`src/sfd_pkg.sv`:
```
// Shared types, constants and the CRC-8 byte update for the sensor frame deframer.
`timescale 1ns / 1ps

package sfd_pkg;

  localparam int unsigned BYTE_W    = 8;
  localparam int unsigned WORD_W    = 32;
  localparam int unsigned GROUP_W   = 3;

  localparam logic [BYTE_W-1:0] CRC_POLY = 8'h31;
  localparam logic [BYTE_W-1:0] CRC_INIT = 8'hFF;
  localparam logic [BYTE_W-1:0] CRC_TOP  = 8'h80;

  localparam int unsigned FRAME_LEN  = 18;
  localparam int unsigned GROUP_LEN  = 3;
  localparam logic [GROUP_W-1:0] LAST_GROUP = GROUP_W'(FRAME_LEN / GROUP_LEN - 1);
  localparam logic [GROUP_W-1:0] CO2_END    = 3'd2;
  localparam logic [GROUP_W-1:0] TEMP_END   = 3'd4;

  typedef enum logic [1:0] {
    PH_DATA_HI = 2'd0,
    PH_DATA_LO = 2'd1,
    PH_CHECK   = 2'd2
  } phase_t;

  typedef struct packed {
    logic [BYTE_W-1:0] data_byte;
    logic              frame_start;
  } sfd_item_t;

  typedef struct packed {
    logic [WORD_W-1:0] co2_raw;
    logic [WORD_W-1:0] temperature_raw;
    logic [WORD_W-1:0] humidity_raw;
    logic              crc_error;
  } sfd_result_t;

  function automatic logic [BYTE_W-1:0] crc8_byte(input logic [BYTE_W-1:0] crc,
                                                  input logic [BYTE_W-1:0] b);
    logic [BYTE_W-1:0] v;
    v = crc ^ b;
    for (int i = 0; i < BYTE_W; i++) begin
      if ((v & CRC_TOP) != '0) begin
        v = (v << 1) ^ CRC_POLY;
      end else begin
        v = v << 1;
      end
    end
    return v;
  endfunction

endpackage

```
`src/sfd_in_reg.sv`:
```
// Input register that holds one byte request until the frame logic takes it.
`timescale 1ns / 1ps

module sfd_in_reg
  import sfd_pkg::*;
(
  input  logic       clk,
  input  logic       rst_n,
  input  logic       in_valid,
  output logic       in_ready,
  input  sfd_item_t  in_item,
  input  logic       advance,
  output logic       item_valid,
  output sfd_item_t  item
);

  logic      valid_r;
  logic      valid_nxt;
  sfd_item_t item_r;

  assign in_ready   = !valid_r || advance;
  assign item_valid = valid_r;
  assign item       = item_r;

  always_comb begin
    valid_nxt = valid_r;
    if (in_ready) begin
      valid_nxt = in_valid;
    end
  end

  always_ff @(posedge clk) begin
    if (!rst_n) begin
      valid_r <= 1'b0;
    end else begin
      valid_r <= valid_nxt;
    end
  end

  always_ff @(posedge clk) begin
    if (in_valid && in_ready) begin
      item_r <= in_item;
    end
  end

endmodule

```
`src/sfd_frame_unit.sv`:
```
// Frame position tracking, CRC check, big-endian packing: one byte per cycle on advance.
`timescale 1ns / 1ps

module sfd_frame_unit
  import sfd_pkg::*;
(
  input  logic        clk,
  input  logic        rst_n,
  input  sfd_item_t   item,
  input  logic        advance,
  output logic        last,
  output sfd_result_t result
);

  phase_t            phase_r, phase_nxt;
  logic [GROUP_W-1:0] group_r, group_nxt;
  logic [BYTE_W-1:0] crc_r, crc_nxt;
  logic [WORD_W-1:0] co2_r, co2_nxt;
  logic [WORD_W-1:0] temp_r, temp_nxt;
  logic [WORD_W-1:0] hum_r, hum_nxt;
  logic              err_r, err_nxt;

  logic              restart;
  phase_t            phase_c;
  logic [GROUP_W-1:0] group_c;
  logic [BYTE_W-1:0] crc_c;
  logic [WORD_W-1:0] co2_c, temp_c, hum_c;
  logic              err_c;

  always_comb begin
    restart = item.frame_start || (group_r > LAST_GROUP) || (phase_r > PH_CHECK);
    phase_c = restart ? PH_DATA_HI : phase_r;
    group_c = restart ? '0 : group_r;
    crc_c   = restart ? CRC_INIT : crc_r;
    co2_c   = restart ? '0 : co2_r;
    temp_c  = restart ? '0 : temp_r;
    hum_c   = restart ? '0 : hum_r;
    err_c   = restart ? 1'b0 : err_r;

    phase_nxt = phase_c;
    group_nxt = group_c;
    crc_nxt   = crc_c;
    co2_nxt   = co2_c;
    temp_nxt  = temp_c;
    hum_nxt   = hum_c;
    err_nxt   = err_c;
    last      = 1'b0;

    unique case (phase_c)
      PH_DATA_HI, PH_DATA_LO: begin
        crc_nxt   = crc8_byte(crc_c, item.data_byte);
        phase_nxt = (phase_c == PH_DATA_HI) ? PH_DATA_LO : PH_CHECK;
        if (group_c < CO2_END) begin
          co2_nxt = {co2_c[WORD_W-BYTE_W-1:0], item.data_byte};
        end else if (group_c < TEMP_END) begin
          temp_nxt = {temp_c[WORD_W-BYTE_W-1:0], item.data_byte};
        end else begin
          hum_nxt = {hum_c[WORD_W-BYTE_W-1:0], item.data_byte};
        end
      end
      default: begin
        if (crc_c != item.data_byte) begin
          err_nxt = 1'b1;
        end
        crc_nxt   = CRC_INIT;
        phase_nxt = PH_DATA_HI;
        group_nxt = group_c + 1'b1;
        last      = (group_c == LAST_GROUP);
      end
    endcase

    result.co2_raw         = co2_c;
    result.temperature_raw = temp_c;
    result.humidity_raw    = hum_c;
    result.crc_error       = err_nxt;

    if (last) begin
      group_nxt = '0;
      co2_nxt   = '0;
      temp_nxt  = '0;
      hum_nxt   = '0;
      err_nxt   = 1'b0;
    end
  end

  always_ff @(posedge clk) begin
    if (!rst_n) begin
      phase_r <= PH_DATA_HI;
      group_r <= '0;
      crc_r   <= CRC_INIT;
      co2_r   <= '0;
      temp_r  <= '0;
      hum_r   <= '0;
      err_r   <= 1'b0;
    end else if (advance) begin
      phase_r <= phase_nxt;
      group_r <= group_nxt;
      crc_r   <= crc_nxt;
      co2_r   <= co2_nxt;
      temp_r  <= temp_nxt;
      hum_r   <= hum_nxt;
      err_r   <= err_nxt;
    end
  end

endmodule

```
`src/sensor_frame_crc8_deframer_core.sv`:
```
// Top level of the sensor frame deframer: input register, frame logic and result register.
`timescale 1ns / 1ps
// The block takes an 18-byte measurement frame one byte per request on the in_ channel.
// The frame is six groups of two data bytes and one CRC-8 byte (polynomial 0x31, start
// value 0xFF). Data bytes are packed big-endian into the CO2, temperature and humidity
// words. After the eighteenth byte one request appears on the out_ channel with the three
// words and a flag that is set if any group check failed; then the next frame begins.
// Setting in_frame_start marks a byte as the first of a frame and drops any partial frame.
// Throughput is one byte per cycle unless a final byte waits on a stalled result: the CRC
// update, check and packing are combinational between the input register and the state
// and result registers. A final byte passes the input register, then the result register.
// After reset, no request is held, the position is the start of a frame and out_valid is
// low. When the receiver stalls, the result stays in the output register; further bytes
// are still taken until the final byte of the next frame, which waits in the input
// register, and only then does in_ready drop.
module sensor_frame_crc8_deframer_core
  import sfd_pkg::*;
(
  input  logic              clk,
  input  logic              rst_n,
  input  logic              in_valid,
  output logic              in_ready,
  input  logic [BYTE_W-1:0] in_data_byte,
  input  logic              in_frame_start,
  output logic              out_valid,
  input  logic              out_ready,
  output logic [WORD_W-1:0] out_co2_raw,
  output logic [WORD_W-1:0] out_temperature_raw,
  output logic [WORD_W-1:0] out_humidity_raw,
  output logic              out_crc_error
);

  sfd_item_t   in_item;
  sfd_item_t   item;
  logic        item_valid;
  logic        advance;
  logic        last;
  logic        out_free;
  sfd_result_t result;
  sfd_result_t result_r;
  logic        out_valid_r, out_valid_nxt;

  assign in_item.data_byte   = in_data_byte;
  assign in_item.frame_start = in_frame_start;

  assign out_free = !out_valid_r || out_ready;
  assign advance  = item_valid && (!last || out_free);

  sfd_in_reg u_in_reg (
    .clk        (clk),
    .rst_n      (rst_n),
    .in_valid   (in_valid),
    .in_ready   (in_ready),
    .in_item    (in_item),
    .advance    (advance),
    .item_valid (item_valid),
    .item       (item)
  );

  sfd_frame_unit u_frame_unit (
    .clk     (clk),
    .rst_n   (rst_n),
    .item    (item),
    .advance (advance),
    .last    (last),
    .result  (result)
  );

  always_comb begin
    out_valid_nxt = out_valid_r;
    if (advance && last) begin
      out_valid_nxt = 1'b1;
    end else if (out_ready) begin
      out_valid_nxt = 1'b0;
    end
  end

  always_ff @(posedge clk) begin
    if (!rst_n) begin
      out_valid_r <= 1'b0;
    end else begin
      out_valid_r <= out_valid_nxt;
    end
  end

  always_ff @(posedge clk) begin
    if (advance && last) begin
      result_r <= result;
    end
  end

  assign out_valid           = out_valid_r;
  assign out_co2_raw         = result_r.co2_raw;
  assign out_temperature_raw = result_r.temperature_raw;
  assign out_humidity_raw    = result_r.humidity_raw;
  assign out_crc_error       = result_r.crc_error;

endmodule

```
`config.mk`:
```
export PLATFORM = sky130hd
export DESIGN_NAME = sensor_frame_crc8_deframer_core
export DESIGN_NICKNAME = d
export VERILOG_FILES = /design/src/sfd_pkg.sv /design/src/sfd_in_reg.sv /design/src/sfd_frame_unit.sv /design/src/sensor_frame_crc8_deframer_core.sv
export SDC_FILE = /design/constraint.sdc
export NUM_CORES = 1
export LEC_CHECK = 0
export ABC_CLOCK_PERIOD_IN_PS = 11700
export BUFFER_PORTS_ARGS = -buffer_cell sky130_fd_sc_hd__buf_2
export CORE_UTILIZATION = 56
export CTS_CLUSTER_DIAMETER = 120
export DETAILED_ROUTE_END_ITERATION = 7
export PLACE_DENSITY = 0.84
export SETUP_SLACK_MARGIN = 0.2
export SLEW_MARGIN = 10
export SYNTH_ARGS = -nofsm -noshare
export SYNTH_HDL_FRONTEND = slang
export SYNTH_SLANG_ARGS = --single-unit
export TNS_END_PERCENT = 1
```
`constraint.sdc`:
```
create_clock -name clk -period 11.7 [get_ports clk]
set_input_delay 1.17 -clock clk [delete_from_list [all_inputs] [get_ports clk]]
set_output_delay 1.17 -clock clk [all_outputs]
set_load 0.005 [all_outputs]
```
==> summary.txt, run 1 <==
Placement
  – RePlAce Congestion: about 0.84
  – DP Wirelength: 10390 um
  – Post-place setup slack: ~7 ns
  – DP Cell Count: slightly above 1000
  – Port Buffers: roughly 110

CTS
  – Clock Latency Late Sink: 0.50 ns
  – Hold-fix buffers, CTS: 0
  – Clock Path Buffers: 3
  – # resized after CTS: 0
  – CTS Root Cell: clkbuf_16
  – Clock sink total: around 220
  – Post-CTS Setup Inserts: 0
  – CTS tree: yes
  – CTS Buf Count: 22
  – H-tree Lvls: 1
  – Reg clk slew, reported paths: 0.06 ns

STA
  – Worst slew margin: 0.2327
  – Setup_tns: 0 ns
  – Slew Limit Fails: 0
  – Final Hold Viols: 0
  – RSZ-0062 raised after global routing: false
  – Clk_skew: about 0.0082 ns
  – Maximum clock rate: approximately 220 MHz
  – Period minus WS final: between 4 and 5 ns
  – Worst Tran Pin Value: around 1.1 ns
  – Final period utilization: 0.3968
  – Final setup viols: 0
  – Final worst setup slack: 7.057 ns

Yosys
  – Synthesized cell area: just under 9000 um^2
  – Most frequent cell after synthesis: dfxtp_1
  – Mapped Avg Cell Area: 11.87 um^2
  – Gate Count Post-Synth: about 740
  – Post-synth top cells: dfxtp_1 (112), and2_1 (107), edfxtp_1 (106)
  – Post-synth EDFFs: 106
  – Dominant cell type by area after synthesis: edfxtp_1
  – Cell variety after synth: 44
  – Top cell type's share of synthesized area: 0.3613
  – FFs w/ async S/R, synth: 0
  – Net Count, Synth: 757
  – Register bit count reported by yosys: ~220
  – Warnings from Yosys: 0
  – Largest cells by area after synthesis: edfxtp_1 (36%), dfxtp_1 (25%), a22oi_1 (8.1%)
  – Main synth FF type: dfxtp_1
  – Sequential-to-total area share from yosys stat: 0.6157

Setup path
  – CP Max Fanout: 57
  – Reg-to-Reg Start: u_in_reg.item[0]$_DFFE_PP_
  – R2R Setup Slk: 7.06 ns
  – Crit path kind: reg2reg
  – CP Cell Sequence: a21oi_1, a21boi_4, nand2_1, ha_1, nand4_1, o21ai_2, nor2_4, buf_4
  – Worst-case reg-to-reg path depth: 8
  – Slowest CP cell: nor2_4
  – Worst Setup End Kind: flip-flop
  – Critical path's top delay family: simple AND/OR/NAND/NOR gates
  – Crit path DAT: about 4.8 ns
  – Critical path buffers and inverters: 1
  – Worst flop-to-flop path endpoint: out_co2_raw[3]$_DFFE_PP_
  – WP data required: around 12 ns
  – CP Launch Type: flip-flop
  – CP max stage delay: 0.95 ns

Die
  – IO Count: 112
  – Row count: 45
  – Die Ht: between 100 and 150 um
  – Core ar.: 15260 um^2
  – Initial Util: 0.5774
  – Full die area: ~16000 um^2
  – Chip width: 127.4 um

Detailed routing
  – Drt pass-1 iters: 7
  – Initial DRC Count: just under 500
  – DRC: 0
  – Total vias in the final route: ~6000
  – Via/cell ratio: about 5.5
  – Drt wl/cell: 16.19 um
  – Detail Route Antenna Nets: 0
  – Final wirelength: around 17000 um

Global route
  – Total congestion overflow: 0
  – Vias in the first global route: 5300
  – Total GRT Usage: 0.2099
  – First-pass GRT wire length: 27410 um
  – Number of antenna violations at the first check in global routing: 0
  – Pin count of the biggest net entering global routing: approximately 110

Flow run
  – MaxCap Viol Count: 0

Worst hold path
  – HP Start: u_frame_unit.group_r[0]$_SDFFE_PN0P_
  – Hold Crit Depth: 2
  – Hold Crit Class: reg2reg
  – Hold Path Sink: u_frame_unit.group_r[0]$_SDFFE_PN0P_

Power
  – Max VDD drop: around 0.13 mV
  – Leakage: between 0.003 and 0.004 uW
  – Power Density: between 150 and 200 nW/um^2

Cells and area
  – Post-route insts no fill: approximately 1100
  – N_diodes: 0
  – # fillers: around 1100
  – Share of cells above drive strength 1: 0.1971
  – Layout area overhead: 15.04%
  – Nets: ~840

Run status
  – Status: finished, final reports clean
layout by cell type, fill, tap and decap left out, drive strengths merged, types with 2 or more instances in the layout:
| cell | n |
|---|---|
| or4bb | 3 |
| a31oi | 2 |
| a21oi | 2 |
| or2 | 2 |
| clkbuf | 28 |
| nand2 | 19 |
| bufinv | 2 |
| xnor2 | 26 |
| a21boi | 6 |
| nand3 | 4 |
| ha | 2 |
| dfxtp | 112 |
| a311oi | 2 |
| nor2b | 91 |
| nor3 | 11 |
| edfxtp | 106 |
| nor2 | 24 |
| nand4 | 5 |
| a22oi | 95 |
| clkinv | 6 |
| o21ai | 25 |
| xnor3 | 2 |
| xor2 | 12 |
| nor4 | 5 |
| inv | 8 |
| and2 | 107 |
| a32oi | 2 |
| nand2b | 2 |
| clkinvlp | 2 |
| buf | 119 |
state kept, by name, summed over array words and instances, names as in the netlist, 2 cells and up:
name / flops
out_co2_raw: 32
out_humidity_raw: 32
out_temperature_raw: 32
u_frame_unit.co2_r: 32
u_frame_unit.crc_r: 8
u_frame_unit.group_r: 3
u_frame_unit.hum_r: 32
u_frame_unit.phase_r: 2
u_frame_unit.temp_r: 32
u_in_reg.item: 9
metrics by stage:
stage	util	power, uW	area (um^2)	hold slack, ns
6_report	0.6643	1594	10140	0.4720
5_1_grt	0.6643	1644	10140	0.5056
4_1_cts	0.6643	1606	10140	0.4771
3_5_place_dp	0.6166	912.7	9408	0.4664
3_3_place_gp	0.6166	911.1	9408	0.4575
2_1_floorplan	-	897.8	8811	0.4442
cell type report:
class | instances | area (um^2) | area share
flip-flops and latches | 218 | 5425 | 0.5352
inverters | 6 | 22.52 | 0.002222
clock inverters | 12 | 123.9 | 0.01222
well taps | 211 | 264.0 | 0.02605
repair buffers | 119 | 615.6 | 0.06073
multi-input cells | 459 | 3080 | 0.3039
clock buffers | 28 | 604.3 | 0.05962
routing by layer:
| metal | part of all wire | track usage | routed length (um) | vias up |
|---|---|---|---|---|
| met1 | 0.45 | 0.2987 | 7725 | 2806 |
| met2 | 0.47 | 0.3333 | 7975 | 208 |
| li1 | - | - | - | 2787 |
| met3 | 0.061 | 0.03476 | 1043 | 28 |
| met4 | 0.018 | 0.05882 | 301 | 0 |
| met5 | 0 | 0 | 0 | - |
report_power, final:
part	internal [uW]	switching, uW	total [uW]
clock	413	284	697
sequential	801	14.9	816
combinational	37.9	43.5	81.4
total	1250	343	1590
worst register-to-register path: stages (launching register included):
cell and delay [ns]:
edfxtp_1 0.44, a21oi_1 0.20, a21boi_4 0.81, nand2_1 0.26, ha_1 0.25, nand4_1 0.29, o21ai_2 0.32, nor2_4 0.95
buf_4 0.72
how the worst max path moves through the flow:
stage                                         start  cells past startpoint                        end
2_1_floorplan  u_frame_unit.group_r[1]$_SDFFE_PN0P_                     11   out_co2_raw[0]$_DFFE_PP_
5_1_grt                  u_in_reg.item[0]$_DFFE_PP_                      8   out_co2_raw[3]$_DFFE_PP_
3_3_place_gp             u_in_reg.item[0]$_DFFE_PP_                      8   out_co2_raw[5]$_DFFE_PP_
3_5_place_dp             u_in_reg.item[0]$_DFFE_PP_                      8  out_co2_raw[20]$_DFFE_PP_
4_1_cts                  u_in_reg.item[0]$_DFFE_PP_                      8  out_co2_raw[22]$_DFFE_PP_
6_report                 u_in_reg.item[0]$_DFFE_PP_                      8   out_co2_raw[3]$_DFFE_PP_
kinds of logic (layout without fill, tap and decap cells):
group,count (synthesis),in the layout,synth area share
xor+xnor,40,40,0.04289
buf+inv,65,165,0.03720
fa+ha+maj,2,2,0.002840
simple gates,275,275,0.1842
compound gates,142,142,0.1172
flops,218,218,0.6157
Power figures use the tool's default switching activity.
==> run 2, diff against run 1 <==
--- a/config.mk
+++ b/config.mk
@@ -5,7 +5,7 @@
 export SDC_FILE = /design/constraint.sdc
 export NUM_CORES = 1
 export LEC_CHECK = 0
-export ABC_CLOCK_PERIOD_IN_PS = 11700
+export ABC_CLOCK_PERIOD_IN_PS = 4780
 export BUFFER_PORTS_ARGS = -buffer_cell sky130_fd_sc_hd__buf_2
 export CORE_UTILIZATION = 56
 export CTS_CLUSTER_DIAMETER = 120
==> constraint.sdc (replaced) <==
create_clock -name clk -period 4.78 [get_ports clk]
set_input_delay 0.478 -clock clk [delete_from_list [all_inputs] [get_ports clk]]
set_output_delay 0.478 -clock clk [all_outputs]
set_load 0.005 [all_outputs]
==> summary.txt, run 2 (synthesis results as in run 1) <==
Setup path
  – WP data required: 4.89 ns (was 11.83 ns)
  – Reg-to-Reg Start: u_in_reg.item[0]$_DFFE_PP_ (unchanged)
  – CP Max Fanout: 97 (was 57)
  – CP Cell Sequence: a21oi_1, a21boi_4, nand2_1, ha_1, nand4_1, o21ai_2, nor2_4, buf_4 (unchanged)
  – Crit path kind: reg2reg (unchanged)
  – R2R Setup Slk: 1.35 ns (was 7.06 ns)
  – Worst Setup End Kind: flip-flop (unchanged)
  – Worst flop-to-flop path endpoint: out_temperature_raw[27]$_DFFE_PP_ (was out_co2_raw[3]$_DFFE_PP_)
  – CP max stage delay: 0.86 ns (was 0.95 ns)
  – Worst-case reg-to-reg path depth: 8 (unchanged)
  – CP Launch Type: flip-flop (unchanged)
  – Critical path's top delay family: buffers and inverters (was simple AND/OR/NAND/NOR gates)
  – Crit path DAT: 3.54 ns (was 4.77 ns)
  – Critical path buffers and inverters: 1 (unchanged)
  – Slowest CP cell: buf_4 (was nor2_4)

STA
  – Hold WS: 0.1508 ns (was 0.4720 ns)
  – Period minus WS final: 3.425 ns (was 4.643 ns)
  – Final Hold Viols: 0 (unchanged)
  – Final period utilization: 0.7166 (was 0.3968)
  – Setup_tns: 0 ns (unchanged)
  – Slew Limit Fails: 0 (unchanged)
  – Maximum clock rate: 291.9 MHz (was 215.4 MHz)
  – RSZ-0062 raised after global routing: false (unchanged)
  – Clk_skew: 0.008356 ns (was 0.008230 ns)
  – Worst slew margin: 0.1830 (was 0.2327)
  – Worst Tran Pin Value: 1.225 ns (was 1.148 ns)
  – Final setup viols: 0 (unchanged)

Worst hold path
  – Hold Crit Depth: 1 (was 2)
  – HP Start: in_data_byte[6] (was u_frame_unit.group_r[0]$_SDFFE_PN0P_)
  – Hold Path Sink: u_in_reg.item[7]$_DFFE_PP_ (was u_frame_unit.group_r[0]$_SDFFE_PN0P_)
  – Hold Crit Class: in2reg (was reg2reg)

Die
  – Die Ht: 127.4 um (unchanged)
  – Full die area: 16240 um^2 (unchanged)
  – Initial Util: 0.5774 (unchanged)
  – Row count: 45 (unchanged)
  – Core ar.: 15260 um^2 (unchanged)
  – Chip width: 127.4 um (unchanged)
  – IO Count: 112 (unchanged)

Detailed routing
  – Total vias in the final route: 5790 (was 5829)
  – Final wirelength: 17140 um (was 17050 um)
  – DRC: 0 (unchanged)
  – Initial DRC Count: 584 (was 485)
  – Drt wl/cell: 16.23 um (was 16.19 um)
  – Detail Route Antenna Nets: 0 (unchanged)
  – Drt pass-1 iters: 5 (was 7)
  – Via/cell ratio: 5.483 (was 5.536)

CTS
  – H-tree Lvls: 1 (unchanged)
  – # resized after CTS: 0 (unchanged)
  – Hold-fix buffers, CTS: 0 (unchanged)
  – CTS Root Cell: clkbuf_16 (unchanged)
  – Post-CTS Setup Inserts: 0 (unchanged)
  – Clock sink total: 218 (unchanged)
  – CTS tree: yes (unchanged)
  – Reg clk slew, reported paths: 0.06 ns (about the same)
  – Clock Latency Late Sink: 0.50 ns (about the same)
  – Clock Path Buffers: 3 (unchanged)
  – CTS Buf Count: 23 (was 22)

Global route
  – Total GRT Usage: 0.2117 (was 0.2099)
  – First-pass GRT wire length: 27540 um (was 27410 um)
  – Vias in the first global route: 5321 (was 5300)
  – Pin count of the biggest net entering global routing: 98 (was 114)
  – Number of antenna violations at the first check in global routing: 0 (unchanged)
  – Total congestion overflow: 0 (unchanged)

Flow run
  – MaxCap Viol Count: 0 (unchanged)

Power
  – Leakage: 0.003850 uW (was 0.003948 uW)
  – Power Density: 392.8 nW/um^2 (was 157.3 nW/um^2)
  – Flop pwr share: 0.499 (was 0.511)
  – Pint: 3151 uW (was 1252 uW)
  – Switch share: 0.2131 (was 0.2150)
  – Logic pwr share: 0.050 (was 0.051)
  – Max VDD drop: 0.2539 mV (was 0.1253 mV)
  – Clock share of power: 0.452 (was 0.437)
  – Net Switching: 853.2 uW (was 342.8 uW)

Cells and area
  – N_diodes: 0 (unchanged)
  – Layout area overhead: 15.71% (was 15.04%)
  – Most frequent cells in the layout: dfxtp_1 (112), buf_2 (111), and2_1 (107) (unchanged)
  – Nets: 843 (was 841)
  – Share of cells above drive strength 1: 0.2000 (was 0.1971)
  – Commonest non-fill, non-tap cell in the layout: dfxtp_1 (unchanged)

Run status
  – Status: finished, final reports clean (unchanged)

Placement
  – RePlAce Congestion: 0.8410 (was 0.8426)
  – Port Buffers: 111 (unchanged)
  – DP Wirelength: 10430 um (was 10390 um)
[run 2: cell types whose count changed in the layout (fill, tap and decap cells not counted)]
cell | before | now
clkbuf_8 | 1 | 3
clkinv_4 | 0 | 2
buf_4 | 8 | 9
bufinv_16 | 2 | 3
clkinv_2 | 5 | 4
clkinvlp_4 | 2 | 1
inv_8 | 1 | 0
[run 2: routing by layer]
| metal | vias up | routed length, um | GRT usage |
|---|---|---|---|
| li1 | 2792 | - | - |
| met2 | 196 | 7954 | 0.3385 |
| met1 | 2776 | 7978 | 0.3066 |
| met3 | 26 | 892 | 0.02722 |
| met4 | 0 | 313 | 0.05322 |
| met5 | - | 0 | 0 |
[run 2: layout make-up]
type                    instances  area [um^2]
flip-flops and latches        218         5425
repair buffers                120        623.1
clock inverters                12        147.6
multi-input cells             459         3080
inverters                       6        22.52
clock buffers                  30        631.9
well taps                     211        264.0
fillers                      1117         5064
[run 2: worst max path at each step]
| stage | startpoint | to | slack, ns | cells after the start |
|---|---|---|---|---|
| 6_report | u_in_reg.item[0]$_DFFE_PP_ | out_temperature_raw[27]$_DFFE_PP_ | 1.35 | 8 |
| 3_5_place_dp | u_in_reg.item[0]$_DFFE_PP_ | out_humidity_raw[26]$_DFFE_PP_ | 1.39 | 8 |
| 3_3_place_gp | u_frame_unit.group_r[1]$_SDFFE_PN0P_ | out_humidity_raw[26]$_DFFE_PP_ | 1.59 | 8 |
| 2_1_floorplan | u_frame_unit.group_r[1]$_SDFFE_PN0P_ | out_co2_raw[0]$_DFFE_PP_ | 0.93 | 11 |
| 4_1_cts | u_in_reg.item[0]$_DFFE_PP_ | out_humidity_raw[26]$_DFFE_PP_ | 1.37 | 8 |
| 5_1_grt | u_in_reg.item[0]$_DFFE_PP_ | out_temperature_raw[27]$_DFFE_PP_ | 1.20 | 8 |
[run 2: worst reg2reg max path, cell delays in order (launching register included)]
cell	delay, ns
edfxtp_1	0.46
a21oi_1	0.18
a21boi_4	0.24
nand2_1	0.13
ha_1	0.22
nand4_1	0.33
o21ai_2	0.34
nor2_4	0.16
buf_4	0.86
[run 2: per-stage QoR]
step	worst slack [ns]	utilization	std cells	total power [uW]	cell area, um^2
3_3_place_gp	1.590	0.6171	1014	2230	9415
4_1_cts	1.372	0.6681	1056	4024	10190
5_1_grt	1.201	0.6681	1056	4129	10190
6_report	1.355	0.6681	1056	4005	10190
2_1_floorplan	0.9295	-	742	2198	8818
3_5_place_dp	1.386	0.6171	1014	2234	9415
[run 2: power groups by stage]
stage	logic [uW]	registers [uW]	clock network (uW)
2_1_floorplan	191	2010	0
3_3_place_gp	195	2040	0
3_5_place_dp	197	2040	0
4_1_cts	199	2000	1830
5_1_grt	220	2000	1910
6_report	199	2000	1810
==> run 3, diff against run 2 <==
--- a/config.mk
+++ b/config.mk
@@ -5,12 +5,13 @@
 export SDC_FILE = /design/constraint.sdc
 export NUM_CORES = 1
 export LEC_CHECK = 0
-export ABC_CLOCK_PERIOD_IN_PS = 4780
+export ABC_AREA = 1
+export ABC_CLOCK_PERIOD_IN_PS = 3550
 export BUFFER_PORTS_ARGS = -buffer_cell sky130_fd_sc_hd__buf_2
 export CORE_UTILIZATION = 56
 export CTS_CLUSTER_DIAMETER = 120
 export DETAILED_ROUTE_END_ITERATION = 7
-export PLACE_DENSITY = 0.84
+export PLACE_DENSITY = 0.83
 export SETUP_SLACK_MARGIN = 0.2
 export SLEW_MARGIN = 10
 export SYNTH_ARGS = -nofsm -noshare
==> constraint.sdc (replaced) <==
create_clock -name clk -period 3.55 [get_ports clk]
set_input_delay 0.355 -clock clk [delete_from_list [all_inputs] [get_ports clk]]
set_output_delay 0.355 -clock clk [all_outputs]
set_load 0.005 [all_outputs]
==> summary.txt, run 3 <==
Worst hold path
  – Hold Crit Class: in2reg (unchanged)
  – Hold Path Sink: u_in_reg.item[6]$_DFFE_PP_ (was u_in_reg.item[7]$_DFFE_PP_)
  – HP Start: in_data_byte[5] (was in_data_byte[6])
  – Hold Crit Depth: 1 (unchanged)

Yosys
  – Gate Count Post-Synth: 1055 (was 742)
  – FFs w/ async S/R, synth: 0 (unchanged)
  – Largest cells by area after synthesis: edfxtp_1 (34%), dfxtp_1 (24%), nand2_1 (13%) (was edfxtp_1 (36%), dfxtp_1 (25%), a22oi_1 (8.1%))
  – Sequential-to-total area share from yosys stat: 0.5779 (was 0.6157)
  – Net Count, Synth: 1070 (was 757)
  – Post-synth top cells: nand2_1 (317), inv_1 (127), dfxtp_1 (112) (was dfxtp_1 (112), and2_1 (107), edfxtp_1 (106))
  – Most frequent cell after synthesis: nand2_1 (was dfxtp_1)
  – Main synth FF type: dfxtp_1 (unchanged)
  – Warnings from Yosys: 0 (unchanged)
  – Top cell type's share of synthesized area: 0.3391 (was 0.3613)
  – Mapped Avg Cell Area: 8.898 um^2 (was 11.87 um^2)
  – Cell variety after synth: 29 (was 44)
  – Synthesized cell area: 9388 um^2 (was 8811 um^2)
  – Dominant cell type by area after synthesis: edfxtp_1 (unchanged)
  – Register bit count reported by yosys: 218 (unchanged)
  – Post-synth EDFFs: 106 (unchanged)

Cells and area
  – N_diodes: 0 (unchanged)
  – Nets: 1154 (was 843)
  – # fillers: 1279 (was 1117)
  – Commonest non-fill, non-tap cell in the layout: nand2_1 (was dfxtp_1)
  – Final Cell Area: 10790 um^2 (was 10190 um^2)
  – Share of cells above drive strength 1: 0.1619 (was 0.2000)
  – Layout area overhead: 14.95% (was 15.71%)
  – Most frequent cells in the layout: nand2_1 (317), inv_1 (126), dfxtp_1 (112) (was dfxtp_1 (112), buf_2 (111), and2_1 (107))

Setup path
  – Crit path DAT: 3.55 ns (was 3.54 ns)
  – R2R Setup Slk: 0.41 ns (was 1.35 ns)
  – CP Max Fanout: 64 (was 97)
  – Critical path buffers and inverters: 1 (unchanged)
  – CP max stage delay: 0.66 ns (was 0.86 ns)
  – Reg-to-Reg Start: u_frame_unit.phase_r[1]$_SDFFE_PN0P_ (was u_in_reg.item[0]$_DFFE_PP_)
  – Crit path kind: reg2reg (unchanged)
  – Worst Setup End Kind: flip-flop (unchanged)
  – WP data required: 3.96 ns (was 4.89 ns)
  – Worst flop-to-flop path endpoint: u_frame_unit.hum_r[29]$_SDFFE_PN0P_ (was out_temperature_raw[27]$_DFFE_PP_)
  – CP Cell Sequence: nand2_4, nand2_4, nor2_8, nand2_2, ha_1, nand2_1, nor2_8, nor2_4, buf_12, o211ai_1, a21oi_1 (was a21oi_1, a21boi_4, nand2_1, ha_1, nand4_1, o21ai_2, nor2_4, buf_4)
  – CP Launch Type: flip-flop (unchanged)
  – Critical path's top delay family: simple AND/OR/NAND/NOR gates (was buffers and inverters)
  – Worst-case reg-to-reg path depth: 11 (was 8)
  – Slowest CP cell: nor2_4 (was buf_4)

Placement
  – RePlAce Congestion: 0.8638 (was 0.8410)
  – Placed instance area: 10050 um^2 (was 9415 um^2)
  – Port Buffers: 111 (unchanged)
  – DP Wirelength: 12580 um (was 10430 um)

Power
  – Total power: 5332 uW (was 4005 uW)
  – Power Density: 494.1 nW/um^2 (was 392.8 nW/um^2)
  – Max VDD drop: 0.3636 mV (was 0.2539 mV)
  – Leakage: 0.004319 uW (was 0.003850 uW)

STA
  – Final period utilization: 0.8840 (was 0.7166)
  – Worst slew margin: 0.4219 (was 0.1830)
  – Slew Limit Fails: 0 (unchanged)
  – Worst Tran Pin Value: 0.8651 ns (was 1.225 ns)
  – Final Hold Viols: 0 (unchanged)
  – Final setup viols: 0 (unchanged)
  – Clk_skew: 0.01201 ns (was 0.008356 ns)
  – Maximum clock rate: 318.6 MHz (was 291.9 MHz)
  – Setup_tns: 0 ns (unchanged)
  – RSZ-0062 raised after global routing: false (unchanged)
  – Period minus WS final: 3.138 ns (was 3.425 ns)

CTS
  – Clock Latency Late Sink: 0.50 ns (about the same)
  – Clock sink total: 218 (unchanged)
  – # resized after CTS: 0 (unchanged)
  – CTS Buf Count: 22 (was 23)
  – Reg clk slew, reported paths: 0.06 ns (about the same)
  – Clock Path Buffers: 3 (unchanged)
  – Post-CTS Setup Inserts: 0 (unchanged)
  – Hold-fix buffers, CTS: 0 (unchanged)
  – H-tree Lvls: 1 (unchanged)
  – CTS tree: yes (unchanged)
  – CTS Root Cell: clkbuf_16 (unchanged)

Detailed routing
  – DRC: 0 (unchanged)
  – Drt pass-1 iters: 6 (was 5)
  – Detail Route Antenna Nets: 0 (unchanged)
  – Drt wl/cell: 15.10 um (was 16.23 um)
  – Total vias in the final route: 7404 (was 5790)
  – Final wirelength: 20700 um (was 17140 um)
  – Initial DRC Count: 728 (was 584)
  – Via/cell ratio: 5.400 (was 5.483)

Flow run
  – MaxCap Viol Count: 0 (unchanged)

Die
  – Die Ht: 131.5 um (was 127.4 um)
  – Initial Util: 0.5825 (was 0.5774)
  – IO Count: 112 (unchanged)
  – Core ar.: 16120 um^2 (was 15260 um^2)
  – Chip width: 131.5 um (was 127.4 um)
  – Full die area: 17290 um^2 (was 16240 um^2)
  – Row count: 46 (was 45)

Global route
  – Total congestion overflow: 0 (unchanged)
  – Vias in the first global route: 6829 (was 5321)
  – Total GRT Usage: 0.2354 (was 0.2117)
  – First-pass GRT wire length: 33380 um (was 27540 um)
  – Pin count of the biggest net entering global routing: 76 (was 98)
  – Number of antenna violations at the first check in global routing: 0 (unchanged)

Run status
  – Status: finished, final reports clean (unchanged)
run 3: changes by cell type in the layout (fill, tap and decap cells not counted), moves of 26 or more:
cell	before	now
a22oi_1	95	0
o211ai_1	1	76
nor2_1	21	50
inv_1	6	126
and2_1	107	0
xnor2_1	26	0
nand2_1	19	317
a21oi_1	2	108
nor2b_1	91	0
run 3: final cells by class:
| cell class | count | area (um^2) | share of cell area |
|---|---|---|---|
| Sequential cell | 218 | 5425 | 0.5027 |
| Multi-Input combinational cell | 640 | 3131 | 0.2901 |
| Timing Repair Buffer | 124 | 715.7 | 0.06632 |
| Clock buffer | 29 | 608.1 | 0.05635 |
| Inverter | 133 | 506.7 | 0.04696 |
| Tap cell | 216 | 270.3 | 0.02504 |
| Clock inverter | 11 | 135.1 | 0.01252 |
run 3: power breakdown:
group | internal (uW) | total [uW] | switching [uW] | leakage [uW]
Sequential | 2640 | 2660 | 17.2 | 0.00187
Combinational | 82.3 | 313 | 231 | 0.00209
Clock | 1430 | 2360 | 932 | 0.000365
run 3: kinds of logic (layout without fill, tap and decap cells):
group	Yosys count	after routing	share of synthesized area
fa+ha+maj	2	2	0.002665
xor+xnor	5	5	0.007065
buf+inv	197	297	0.08916
flops	218	218	0.5779
compound gates	219	219	0.1413
simple gates	414	414	0.1819
run 3: how the worst max path moves through the flow:
stage / from / end / slack [ns] / cells after the start
after floorplan: u_in_reg.item[0]$_DFFE_PP_ / out_co2_raw[0]$_DFFE_PP_ / 0.26 / 9
after global placement: u_frame_unit.phase_r[1]$_SDFFE_PN0P_ / u_frame_unit.hum_r[30]$_SDFFE_PN0P_ / 0.62 / 11
after detailed placement: u_frame_unit.phase_r[1]$_SDFFE_PN0P_ / u_frame_unit.hum_r[28]$_SDFFE_PN0P_ / 0.52 / 11
after CTS: u_frame_unit.phase_r[1]$_SDFFE_PN0P_ / u_frame_unit.hum_r[29]$_SDFFE_PN0P_ / 0.46 / 11
after global routing: u_frame_unit.phase_r[1]$_SDFFE_PN0P_ / u_frame_unit.hum_r[31]$_SDFFE_PN0P_ / 0.21 / 11
final: u_frame_unit.phase_r[1]$_SDFFE_PN0P_ / u_frame_unit.hum_r[29]$_SDFFE_PN0P_ / 0.41 / 11
run 3: per-layer routing:
| layer | vias to the layer above | global-route usage | share of wire |
|---|---|---|---|
| met5 | - | 0 | 0 |
| met1 | 3450 | 0.3161 | 0.43 |
| li1 | 3646 | - | - |
| met4 | 0 | 0.07946 | 0.026 |
| met2 | 265 | 0.3901 | 0.49 |
| met3 | 43 | 0.03511 | 0.059 |
run 3: stage by stage:
step,worst slack (ns),util,hold slack [ns],std cells
3_5_place_dp,0.5190,0.6235,0.4510,1331
3_3_place_gp,0.6200,0.6235,0.4465,1331
4_1_cts,0.4608,0.6696,0.01797,1371
5_1_grt,0.2058,0.6696,0.02246,1371
2_1_floorplan,0.2638,-,0.4239,1055
6_report,0.4117,0.6696,0.02108,1371
run 3: worst reg2reg max path, stage by stage, from the launching register on:
cell	delay, ns
dfxtp_1	0.45
nand2_4	0.15
nand2_4	0.07
nor2_8	0.32
nand2_2	0.19
ha_1	0.23
nand2_1	0.16
nor2_8	0.08
nor2_4	0.66
buf_12	0.37
o211ai_1	0.18
a21oi_1	0.19
